<file path="src/hw/rtl/erafl_pkg.sv">
// Package with the types, codes and constants of the event rate filter.
package erafl_pkg;

	localparam int SLOT_COUNT_DEF = 16;

	localparam int ID_W      = 16;
	localparam int TIME_W    = 32;
	localparam int CNT_W     = 16;
	localparam int PHASE_W   = 8;
	localparam int VERDICT_W = 3;
	localparam int SAMPLE_W  = 8;

	localparam int CFG_IDX_W  = 2;
	localparam int CFG_DATA_W = 16;

	localparam logic [CNT_W-1:0]    WINDOW_RESET    = CNT_W'(1000);
	localparam logic [CNT_W-1:0]    THRESHOLD_RESET = CNT_W'(10);
	localparam logic [SAMPLE_W-1:0] SAMPLE_RESET    = SAMPLE_W'(8);

	localparam logic [CNT_W-1:0] CNT_MAX = '1;

	typedef enum logic [CFG_IDX_W-1:0] {
		REG_WINDOW_MS       = 2'd0,
		REG_ADMIT_THRESHOLD = 2'd1,
		REG_SAMPLE_EVERY    = 2'd2
	} cfg_reg_t;

	localparam logic [VERDICT_W-1:0] V_UNDER      = 3'd0;
	localparam logic [VERDICT_W-1:0] V_SAMPLED    = 3'd1;
	localparam logic [VERDICT_W-1:0] V_SUPPRESSED = 3'd2;
	localparam logic [VERDICT_W-1:0] V_FULL       = 3'd3;
	localparam logic [VERDICT_W-1:0] V_BYPASS     = 3'd4;
	localparam logic [VERDICT_W-1:0] V_RESERVED   = 3'd5;

	typedef struct packed {
		logic [TIME_W-1:0]  start;
		logic [CNT_W-1:0]   count;
		logic [CNT_W-1:0]   drop;
		logic [PHASE_W-1:0] phase;
	} slot_entry_t;

	typedef struct packed {
		logic capture;
		logic lookup;
		logic commit;
	} dp_cmd_t;

	typedef struct packed {
		logic out_stall;
	} dp_stat_t;

endpackage

</file>
<file path="src/hw/rtl/erafl_if.sv">
// Valid/ready channel interfaces for event words and result words.
interface erafl_event_if;
	import erafl_pkg::*;
	logic              valid;
	logic              ready;
	logic [ID_W-1:0]   event_id;
	logic [TIME_W-1:0] now_ms;
	logic              bypass;
	modport source (output valid, event_id, now_ms, bypass, input ready);
	modport sink (input valid, event_id, now_ms, bypass, output ready);
endinterface

interface erafl_result_if;
	import erafl_pkg::*;
	logic                 valid;
	logic                 ready;
	logic                 admit;
	logic [VERDICT_W-1:0] verdict;
	logic [CNT_W-1:0]     window_count;
	logic [CNT_W-1:0]     dropped_count;
	modport source (output valid, admit, verdict, window_count, dropped_count, input ready);
	modport sink (input valid, admit, verdict, window_count, dropped_count, output ready);
endinterface

</file>
<file path="src/hw/rtl/erafl_datapath.sv">
// Datapath: configuration registers, slot keys, slot memory, update logic and result register.
module erafl_datapath #(
	parameter int SLOT_COUNT = erafl_pkg::SLOT_COUNT_DEF
) (
	input  logic                                clk,
	input  logic                                arst_n,
	input  erafl_pkg::dp_cmd_t                  cmd,
	output erafl_pkg::dp_stat_t                 stat,
	input  logic [erafl_pkg::ID_W-1:0]          evt_event_id,
	input  logic [erafl_pkg::TIME_W-1:0]        evt_now_ms,
	input  logic                                evt_bypass,
	input  logic                                cfg_we,
	input  logic [erafl_pkg::CFG_IDX_W-1:0]     cfg_index,
	input  logic [erafl_pkg::CFG_DATA_W-1:0]    cfg_data,
	output logic                                res_valid,
	input  logic                                res_ready,
	output logic                                res_admit,
	output logic [erafl_pkg::VERDICT_W-1:0]     res_verdict,
	output logic [erafl_pkg::CNT_W-1:0]         res_window_count,
	output logic [erafl_pkg::CNT_W-1:0]         res_dropped_count
);
	import erafl_pkg::*;

	localparam int IDX_W = (SLOT_COUNT > 1) ? $clog2(SLOT_COUNT) : 1;

	logic [CNT_W-1:0]    window_q;
	logic [CNT_W-1:0]    threshold_q;
	logic [SAMPLE_W-1:0] sample_q;

	logic [ID_W-1:0]   id_q;
	logic [TIME_W-1:0] now_q;
	logic              bypass_q;

	logic [ID_W-1:0] key_q [SLOT_COUNT];
	slot_entry_t     mem_q [SLOT_COUNT];

	logic             match_found;
	logic             free_found;
	logic [IDX_W-1:0] match_idx;
	logic [IDX_W-1:0] free_idx;
	logic [IDX_W-1:0] rd_idx;

	logic             hit_q;
	logic             avail_q;
	logic [IDX_W-1:0] idx_q;
	slot_entry_t      rd_q;

	slot_entry_t        base;
	logic [TIME_W-1:0]  elapsed;
	logic               restart;
	logic [CNT_W-1:0]   cnt0;
	logic [CNT_W-1:0]   drop0;
	logic [PHASE_W-1:0] phase0;
	logic [CNT_W-1:0]   cnt1;
	logic [CNT_W-1:0]   drop1;
	logic [PHASE_W:0]   phase_inc;
	logic               under;
	logic               sampled;
	slot_entry_t        wr_entry;
	logic               do_write;

	logic                 res_valid_q;
	logic                 res_admit_q;
	logic [VERDICT_W-1:0] res_verdict_q;
	logic [CNT_W-1:0]     res_wc_q;
	logic [CNT_W-1:0]     res_dc_q;

	// Configuration registers.
	always_ff @(posedge clk or negedge arst_n) begin
		if (!arst_n) begin
			window_q    <= WINDOW_RESET;
			threshold_q <= THRESHOLD_RESET;
			sample_q    <= SAMPLE_RESET;
		end else if (cfg_we) begin
			case (cfg_reg_t'(cfg_index))
				REG_WINDOW_MS:       window_q    <= cfg_data;
				REG_ADMIT_THRESHOLD: threshold_q <= cfg_data;
				REG_SAMPLE_EVERY:    sample_q    <= cfg_data[SAMPLE_W-1:0];
				default: ;
			endcase
		end
	end

	always_ff @(posedge clk) begin
		if (cmd.capture) begin
			id_q     <= evt_event_id;
			now_q    <= evt_now_ms;
			bypass_q <= evt_bypass;
		end
	end

	// Parallel key compare; the lowest matching and the lowest free slot win.
	always_comb begin
		match_found = 1'b0;
		free_found  = 1'b0;
		match_idx   = '0;
		free_idx    = '0;
		for (int i = SLOT_COUNT - 1; i >= 0; i--) begin
			if (key_q[i] == id_q) begin
				match_found = 1'b1;
				match_idx   = IDX_W'(i);
			end
			if (key_q[i] == '0) begin
				free_found = 1'b1;
				free_idx   = IDX_W'(i);
			end
		end
	end

	assign rd_idx = match_found ? match_idx : free_idx;

	always_ff @(posedge clk) begin
		if (cmd.lookup) begin
			hit_q   <= match_found;
			avail_q <= match_found | free_found;
			idx_q   <= rd_idx;
			rd_q    <= mem_q[rd_idx];
		end
	end

	// Slot update. A freshly claimed slot starts from now with cleared counters.
	always_comb begin
		if (hit_q) begin
			base = rd_q;
		end else begin
			base       = '0;
			base.start = now_q;
		end
		elapsed   = now_q - base.start;
		restart   = elapsed > {{(TIME_W - CNT_W){1'b0}}, window_q};
		cnt0      = restart ? '0 : base.count;
		drop0     = restart ? '0 : base.drop;
		phase0    = restart ? '0 : base.phase;
		cnt1      = (cnt0 == CNT_MAX) ? cnt0 : cnt0 + CNT_W'(1);
		drop1     = (drop0 == CNT_MAX) ? drop0 : drop0 + CNT_W'(1);
		phase_inc = {1'b0, phase0} + (PHASE_W + 1)'(1);
		under     = cnt1 <= threshold_q;
		sampled   = phase_inc >= {1'b0, sample_q};

		wr_entry.start = restart ? now_q : base.start;
		wr_entry.count = cnt1;
		if (under) begin
			wr_entry.drop  = drop0;
			wr_entry.phase = phase0;
		end else begin
			wr_entry.drop  = drop1;
			wr_entry.phase = sampled ? '0 : phase_inc[PHASE_W-1:0];
		end
		do_write = cmd.commit && !bypass_q && (id_q != '0) && avail_q;
	end

	always_ff @(posedge clk) begin
		if (do_write) begin
			mem_q[idx_q] <= wr_entry;
		end
	end

	always_ff @(posedge clk or negedge arst_n) begin
		if (!arst_n) begin
			for (int i = 0; i < SLOT_COUNT; i++) begin
				key_q[i] <= '0;
			end
		end else if (do_write && !hit_q) begin
			key_q[idx_q] <= id_q;
		end
	end

	// Result register; it holds a word until the sink takes it.
	always_ff @(posedge clk or negedge arst_n) begin
		if (!arst_n) begin
			res_valid_q <= 1'b0;
		end else if (cmd.commit) begin
			res_valid_q <= 1'b1;
		end else if (res_ready) begin
			res_valid_q <= 1'b0;
		end
	end

	always_ff @(posedge clk) begin
		if (cmd.commit) begin
			if (bypass_q) begin
				res_admit_q   <= 1'b1;
				res_verdict_q <= V_BYPASS;
				res_wc_q      <= '0;
				res_dc_q      <= '0;
			end else if (id_q == '0) begin
				res_admit_q   <= 1'b1;
				res_verdict_q <= V_RESERVED;
				res_wc_q      <= '0;
				res_dc_q      <= '0;
			end else if (!avail_q) begin
				res_admit_q   <= 1'b1;
				res_verdict_q <= V_FULL;
				res_wc_q      <= '0;
				res_dc_q      <= '0;
			end else begin
				res_admit_q   <= under | sampled;
				res_verdict_q <= under ? V_UNDER : (sampled ? V_SAMPLED : V_SUPPRESSED);
				res_wc_q      <= wr_entry.count;
				res_dc_q      <= wr_entry.drop;
			end
		end
	end

	assign stat.out_stall      = res_valid_q && !res_ready;
	assign res_valid           = res_valid_q;
	assign res_admit           = res_admit_q;
	assign res_verdict         = res_verdict_q;
	assign res_window_count    = res_wc_q;
	assign res_dropped_count   = res_dc_q;

endmodule

</file>
<file path="src/hw/rtl/erafl_ctrl.sv">
// Controller state machine: accept, key lookup, slot update and result commit.
module erafl_ctrl (
	input  logic                clk,
	input  logic                arst_n,
	input  logic                evt_valid,
	output logic                evt_ready,
	output erafl_pkg::dp_cmd_t  cmd,
	input  erafl_pkg::dp_stat_t stat
);
	import erafl_pkg::*;

	typedef enum logic [2:0] {
		ST_IDLE   = 3'b001,
		ST_LOOKUP = 3'b010,
		ST_UPDATE = 3'b100
	} state_t;

	state_t state_q;
	state_t state_d;

	assign evt_ready   = (state_q == ST_IDLE);
	assign cmd.capture = evt_valid && evt_ready;
	assign cmd.lookup  = (state_q == ST_LOOKUP);
	assign cmd.commit  = (state_q == ST_UPDATE) && !stat.out_stall;

	always_comb begin
		state_d = state_q;
		case (state_q)
			ST_IDLE: begin
				if (cmd.capture) begin
					state_d = ST_LOOKUP;
				end
			end
			ST_LOOKUP: begin
				state_d = ST_UPDATE;
			end
			ST_UPDATE: begin
				if (cmd.commit) begin
					state_d = ST_IDLE;
				end
			end
			default: begin
				state_d = ST_IDLE;
			end
		endcase
	end

	always_ff @(posedge clk or negedge arst_n) begin
		if (!arst_n) begin
			state_q <= ST_IDLE;
		end else begin
			state_q <= state_d;
		end
	end

endmodule

</file>
<file path="src/hw/rtl/event_rate_aggregation_filter_core.sv">
// Top level of the per-id fixed-window event rate filter with sampling.
//
//   channel  direction  word contents                                  handshake
//   evt      in         event_id, now_ms, bypass                       valid/ready
//   res      out        admit, verdict, window_count, dropped_count    valid/ready
//   cfg      in         cfg_index, cfg_data                            cfg_we only
//
// Each event word passes three steps: one to accept it, one for the parallel key
// compare together with the read of the slot memory, and one to update the slot and
// load the result register. The slot memory is read and then written for the same
// slot, so a new word is accepted only once the current word has been committed.
// Reset clears the slot keys at once and loads the register defaults; no clearing
// pass is needed. A stalled result holds the update step until the result register
// frees, while an earlier result waiting there never blocks accepting the next word.
module event_rate_aggregation_filter_core #(
	parameter int SLOT_COUNT = erafl_pkg::SLOT_COUNT_DEF
) (
	input  logic                             clk,
	input  logic                             arst_n,
	erafl_event_if.sink                      evt,
	erafl_result_if.source                   res,
	input  logic                             cfg_we,
	input  logic [erafl_pkg::CFG_IDX_W-1:0]  cfg_index,
	input  logic [erafl_pkg::CFG_DATA_W-1:0] cfg_data
);
	import erafl_pkg::*;

	// Command and status between the controller and the datapath.
	dp_cmd_t  cmd;
	dp_stat_t stat;

	erafl_ctrl u_ctrl (
		.clk       (clk),
		.arst_n    (arst_n),
		.evt_valid (evt.valid),
		.evt_ready (evt.ready),
		.cmd       (cmd),
		.stat      (stat)
	);

	// The datapath owns the slot table, the configuration and the result register.
	erafl_datapath #(
		.SLOT_COUNT (SLOT_COUNT)
	) u_datapath (
		.clk               (clk),
		.arst_n            (arst_n),
		.cmd               (cmd),
		.stat              (stat),
		.evt_event_id      (evt.event_id),
		.evt_now_ms        (evt.now_ms),
		.evt_bypass        (evt.bypass),
		.cfg_we            (cfg_we),
		.cfg_index         (cfg_index),
		.cfg_data          (cfg_data),
		.res_valid         (res.valid),
		.res_ready         (res.ready),
		.res_admit         (res.admit),
		.res_verdict       (res.verdict),
		.res_window_count  (res.window_count),
		.res_dropped_count (res.dropped_count)
	);

endmodule

</file>
<file path="src/flat_wrapper.sv">
// flat-port wrapper written by rule: the top's interface ports become plain ports
module event_rate_aggregation_filter_core_flat import erafl_pkg::*;
#(
	parameter int SLOT_COUNT = erafl_pkg::SLOT_COUNT_DEF
)
  (clk, arst_n, cfg_we, cfg_index, cfg_data, evt_valid, evt_event_id, evt_now_ms, evt_bypass, evt_ready, res_valid, res_admit, res_verdict, res_window_count, res_dropped_count, res_ready);
  erafl_event_if evt_i ();
  erafl_result_if res_i ();
  input  logic clk;
  input  logic arst_n;
  input  logic cfg_we;
  input  logic [erafl_pkg::CFG_IDX_W-1:0] cfg_index;
  input  logic [erafl_pkg::CFG_DATA_W-1:0] cfg_data;
  input wire logic [$bits(evt_i.valid)-1:0] evt_valid;
  input wire logic [$bits(evt_i.event_id)-1:0] evt_event_id;
  input wire logic [$bits(evt_i.now_ms)-1:0] evt_now_ms;
  input wire logic [$bits(evt_i.bypass)-1:0] evt_bypass;
  output wire logic [$bits(evt_i.ready)-1:0] evt_ready;
  output wire logic [$bits(res_i.valid)-1:0] res_valid;
  output wire logic [$bits(res_i.admit)-1:0] res_admit;
  output wire logic [$bits(res_i.verdict)-1:0] res_verdict;
  output wire logic [$bits(res_i.window_count)-1:0] res_window_count;
  output wire logic [$bits(res_i.dropped_count)-1:0] res_dropped_count;
  input wire logic [$bits(res_i.ready)-1:0] res_ready;
  assign evt_i.valid = evt_valid;
  assign evt_i.event_id = evt_event_id;
  assign evt_i.now_ms = evt_now_ms;
  assign evt_i.bypass = evt_bypass;
  assign evt_ready = evt_i.ready;
  assign res_valid = res_i.valid;
  assign res_admit = res_i.admit;
  assign res_verdict = res_i.verdict;
  assign res_window_count = res_i.window_count;
  assign res_dropped_count = res_i.dropped_count;
  assign res_i.ready = res_ready;
  event_rate_aggregation_filter_core #(.SLOT_COUNT(SLOT_COUNT)) u_core (.clk(clk), .arst_n(arst_n), .evt(evt_i), .res(res_i), .cfg_we(cfg_we), .cfg_index(cfg_index), .cfg_data(cfg_data));
endmodule
</file>
<file path="config.mk">
export PLATFORM = sky130hd
export DESIGN_NAME = event_rate_aggregation_filter_core_flat
export DESIGN_NICKNAME = d
export VERILOG_FILES = /design/src/hw/rtl/erafl_pkg.sv /design/src/hw/rtl/erafl_if.sv /design/src/hw/rtl/erafl_datapath.sv /design/src/hw/rtl/erafl_ctrl.sv /design/src/hw/rtl/event_rate_aggregation_filter_core.sv /design/src/flat_wrapper.sv
export SDC_FILE = /design/constraint.sdc
export NUM_CORES = 2
export LEC_CHECK = 0
export BUFFER_PORTS_ARGS = -buffer_cell sky130_fd_sc_hd__buf_4
export CORE_MARGIN = 5
export CORE_UTILIZATION = 30
export DETAILED_ROUTE_END_ITERATION = 12
export RECOVER_POWER = 25
export SLEW_MARGIN = 10
export SYNTH_ARGS = -nofsm -noshare
export SYNTH_HDL_FRONTEND = slang
export SYNTH_SLANG_ARGS = --single-unit
</file>
<file path="constraint.sdc">
create_clock -name clk -period 29.7 [get_ports clk]
set_clock_uncertainty 0.2 [all_clocks]
set_input_delay 5.94 -clock clk [delete_from_list [all_inputs] [get_ports clk]]
set_output_delay 5.94 -clock clk [all_outputs]
set_load 0.005 [all_outputs]
</file>
==> key figures <==
Floorplanning
  • Die height: 490 um
  • Row count: 176
  • Initial core utilization: 30.1%
  • Core Area: roughly 230000 um2
  • Full die area: approximately 240000 um2
  • Boundary Pins: between 100 and 150
  • Die width: between 400 and 500 um

Placed design
  • Placed Instances: around 7400
  • Final estimated routing congestion in global placement: around 0.81
  • IO buf count: 109
  • Detail Placement HPWL: 103000 um

Power and ir drop
  • Pleak: between 30 and 40 nW
  • Power share of the combinational group: between 10% and 20%
  • Internal Pwr Total: 0.00415 W
  • Sw power: approximately 0.0016 W
  • Clock Power Share: 36.9%
  • Peak supply drop: about 0.052 mV
  • Pwr/cell area: 72.6 nW/um2
  • Sequential share of power: 45.7%
  • Sw Share: between 20% and 30%

Route
  • Iteration-0 DRC Markers: between 3000 and 4000
  • WL/cell: about 24 um
  • # DRC: 0
  • Vias per inst: 5.05
  • Detailed Route WL: roughly 190000 um
  • Final ANT Viol Nets: 0
  • Via Count: 39023
  • TritonRoute pass-1 iters: 6

Setup path
  • Slowest cell on crit path: clkbuf_1
  • Crit path max-delay family: simple AND/OR/NAND/NOR gates
  • CP arrival: 16220 ps
  • Crit path launch type: flop
  • Worst Path Class, Setup: flop to flop
  • CP max FO: 35
  • Origin of the critical flop-to-flop path: u_core.u_datapath.hit_q
  • WP buf/inv: 3
  • FF-to-FF setup slack: 13900 ps
  • Worst EP required: 30120 ps
  • Worst reg2reg path endpoint: u_core.u_datapath.res_dropped_count[13]
  • R2R depth: 42
  • Max stage delay on crit path: 1990 ps
  • Worst Setup End Kind: flop

Yosys
  • EDFF count, synth: 1315
  • Sequential share of the synthesized area: 67.9%
  • Post-Syn Instances: approximately 4400
  • Most common cell in the netlist: edfxtp_1
  • Synth cell types: 79
  • Synth cell count leaders: edfxtp_1 (1315), mux2i_1 (612), dfrtp_1 (290), mux2_2 (288), xnor2_1 (154)
  • Area contributors post-synth: edfxtp_1 (57%), dfrtp_1 (10%), mux2i_1 (8.8%), mux2_2 (4.7%), xnor2_1 (1.9%)
  • Asr flop ratio synth: 18.6%
  • Cell area after synthesis: 69200 um2
  • Top-area cell type share of the netlist area: between 50% and 60%
  • Average size of a mapped cell: around 16 um2
  • Ys Warns: 0
  • Synth Net Count: 4563
  • Post-synth top area cell: edfxtp_1
  • Synth Register Bits: 1615
  • Post-synth top flop: edfxtp_1

Hold path
  • Hold Path Depth: 1
  • HP Class: flop to flop
  • Worst Hold End: u_core.u_datapath.threshold_q[12]
  • HP Start: u_core.u_datapath.threshold_q[12]

Timing
  • Slew @ Worst Pin: 6470 ps
  • Hold Vio Cnt, Final: 0
  • Final worst path period share: 53.2%
  • TNS Setup: 0 ps
  • Max-Slew Margin vs Limit: -331%
  • Achievable frequency: 63.3 MHz
  • Min Tclk post-route: 15800 ps
  • Final Max Slew Viols: between 900 and 1000
  • Setup Viol. Count Final: 0
  • RSZ-0062 raised after global routing: false

Flow run
  • Number of max-capacitance violations reported: 19

Cells and area
  • Fill cells: 22042
  • Post-Layout Cell Count: 7726
  • Nets: 4706
  • Layout cells sized above 1: 16.4%
  • P&R area growth vs syn: 13.8%

Clocking
  • Clock Tree Root: clkbuf_16
  • Clk sinks: 1615
  • Hold buffers post-CTS: 0
  • Post-CTS resize count: 0
  • CTS tree: done
  • Clk Latency, worst-skew pair: 810 ps
  • Setup bufs post-CTS: 0
  • Clk pin slew, worst setup/hold paths: 60 ps
  • Max clock buf depth: 3
  • Total CTS buffers: about 170
  • CTS H-tree depth: 4

Global route
  • GRT Residual Overflow: 0
  • GRT Util Overall: 14.9%
  • Initial antenna violation count: 7
  • Vias in the first global route: between 30000 and 40000
  • Global-route wire length before repair: 269000 um
  • Largest net degree at the start of global routing: 118

Run status
  • Failing checks: max-capacitance violations, max-slew violations
  • Status: complete, but fails checks
-- worst register-to-register path: cells and delay by family (launching register included) --
| family | cells | cell delay (ps) |
|---|---|---|
| simple gates | 20 | 6510 |
| buf+inv | 3 | 3430 |
| compound gates | 11 | 2930 |
| fa+ha+maj | 4 | 1300 |
| mux | 2 | 610 |
| flops | 1 | 320 |
| xor+xnor | 2 | 320 |
-- cells by family after synthesis --
family          synth area share [%]
flops                           67.9
compound gates                  5.44
xor+xnor                        3.81
mux                             13.5
simple gates                    5.41
buf+inv                         2.49
fa+ha+maj                       1.40
-- routing by layer --
| metal | part of all wire [%] | global-route usage (%) |
|---|---|---|
| met1 | 44 | 20.1 |
| met2 | 49 | 25.3 |
| met3 | 4.9 | 1.86 |
| met4 | 2.8 | 4.25 |
| met5 | 0 | 0 |
-- per-stage QoR --
step / cell area (um2) / hold WS [ps] / worst slack [ps] / utilization (%) / total power, W
global route: 78800 / 325 / 12900 / 34.3 / 0.00594
CTS: 79000 / 312 / 16830 / 34.4 / 0.00575
floorplan: 69200 / 279 / 16070 / - / 0.00333
detailed placement: 73400 / 298 / 16840 / 31.9 / 0.00364
global placement: 73400 / 293 / 17160 / 31.9 / 0.00364
finish: 78800 / 309 / 13900 / 34.3 / 0.00572
-- sequential cells by signal (all words and copies together) (netlist names), 4 cells and up --
name,cells
u_core.u_datapath.window_q,16
u_core.u_datapath.id_q,16
u_core.u_datapath.threshold_q,16
u_core.u_datapath.rd_q,72
u_core.u_datapath.mem_q,1152
u_core.u_datapath.sample_q,8
u_core.u_datapath.idx_q,4
u_core.u_datapath.res_dropped_count,16
u_core.u_datapath.key_q,256
u_core.u_datapath.now_q,32
u_core.u_datapath.res_window_count,16
-- power by group through the flow --
stage          Combinational, W  Sequential (W)  Clock (W)
3_5_place_dp           0.000986         0.00265          0
4_1_cts                0.000991         0.00261    0.00215
5_1_grt                 0.00107         0.00262    0.00225
2_1_floorplan          0.000692         0.00264          0
6_report               0.000992         0.00261    0.00211
3_3_place_gp           0.000983         0.00265          0
-- cells in the final DEF, fill, tap and decap left out, types with 65 or more instances in the layout --
cell and count:
nor4_1 103, o22ai_1 150, mux2_2 288, nand2_1 114
buf_4 135, nor2_1 85, nand4_1 76, ha_1 76
xor2_1 147, o21ai_0 80, clkbuf_16 167, dfrtp_1 290
o221ai_1 71, edfxtp_1 1315, o22a_1 71, clkbuf_1 87
xnor2_1 154, mux2i_1 612, a21oi_1 65, or3_1 80
-- final cells by class --
class / count / area, um2 / share of cell area [%]
inverters: 60 / 225 / 0.286
clock inverters: 100 / 1120 / 1.43
multi-input cells: 2491 / 20700 / 26.3
clock buffers: 205 / 4440 / 5.64
diodes: 5 / 12.5 / 0.0159
repair buffers: 224 / 1450 / 1.84
well taps: 3026 / 3790 / 4.81
flip-flops and latches: 1615 / 47000 / 59.7
-- worst max-delay path by stage --
stage / endpoint / cells after the start / slack (ps) / from
2_1_floorplan: u_core.u_datapath.mem_q[0][0] / 7 / 16070 / res_ready
3_3_place_gp: u_core.u_datapath.mem_q[10][18] / 41 / 17160 / u_core.u_datapath.hit_q
3_5_place_dp: u_core.u_datapath.mem_q[12][18] / 41 / 16840 / u_core.u_datapath.hit_q
4_1_cts: u_core.u_datapath.mem_q[8][18] / 41 / 16830 / u_core.u_datapath.hit_q
5_1_grt: u_core.u_datapath.res_dropped_count[13] / 42 / 12900 / u_core.u_datapath.hit_q
6_report: u_core.u_datapath.res_dropped_count[13] / 42 / 13900 / u_core.u_datapath.hit_q
(Power assumes the default switching activity.)
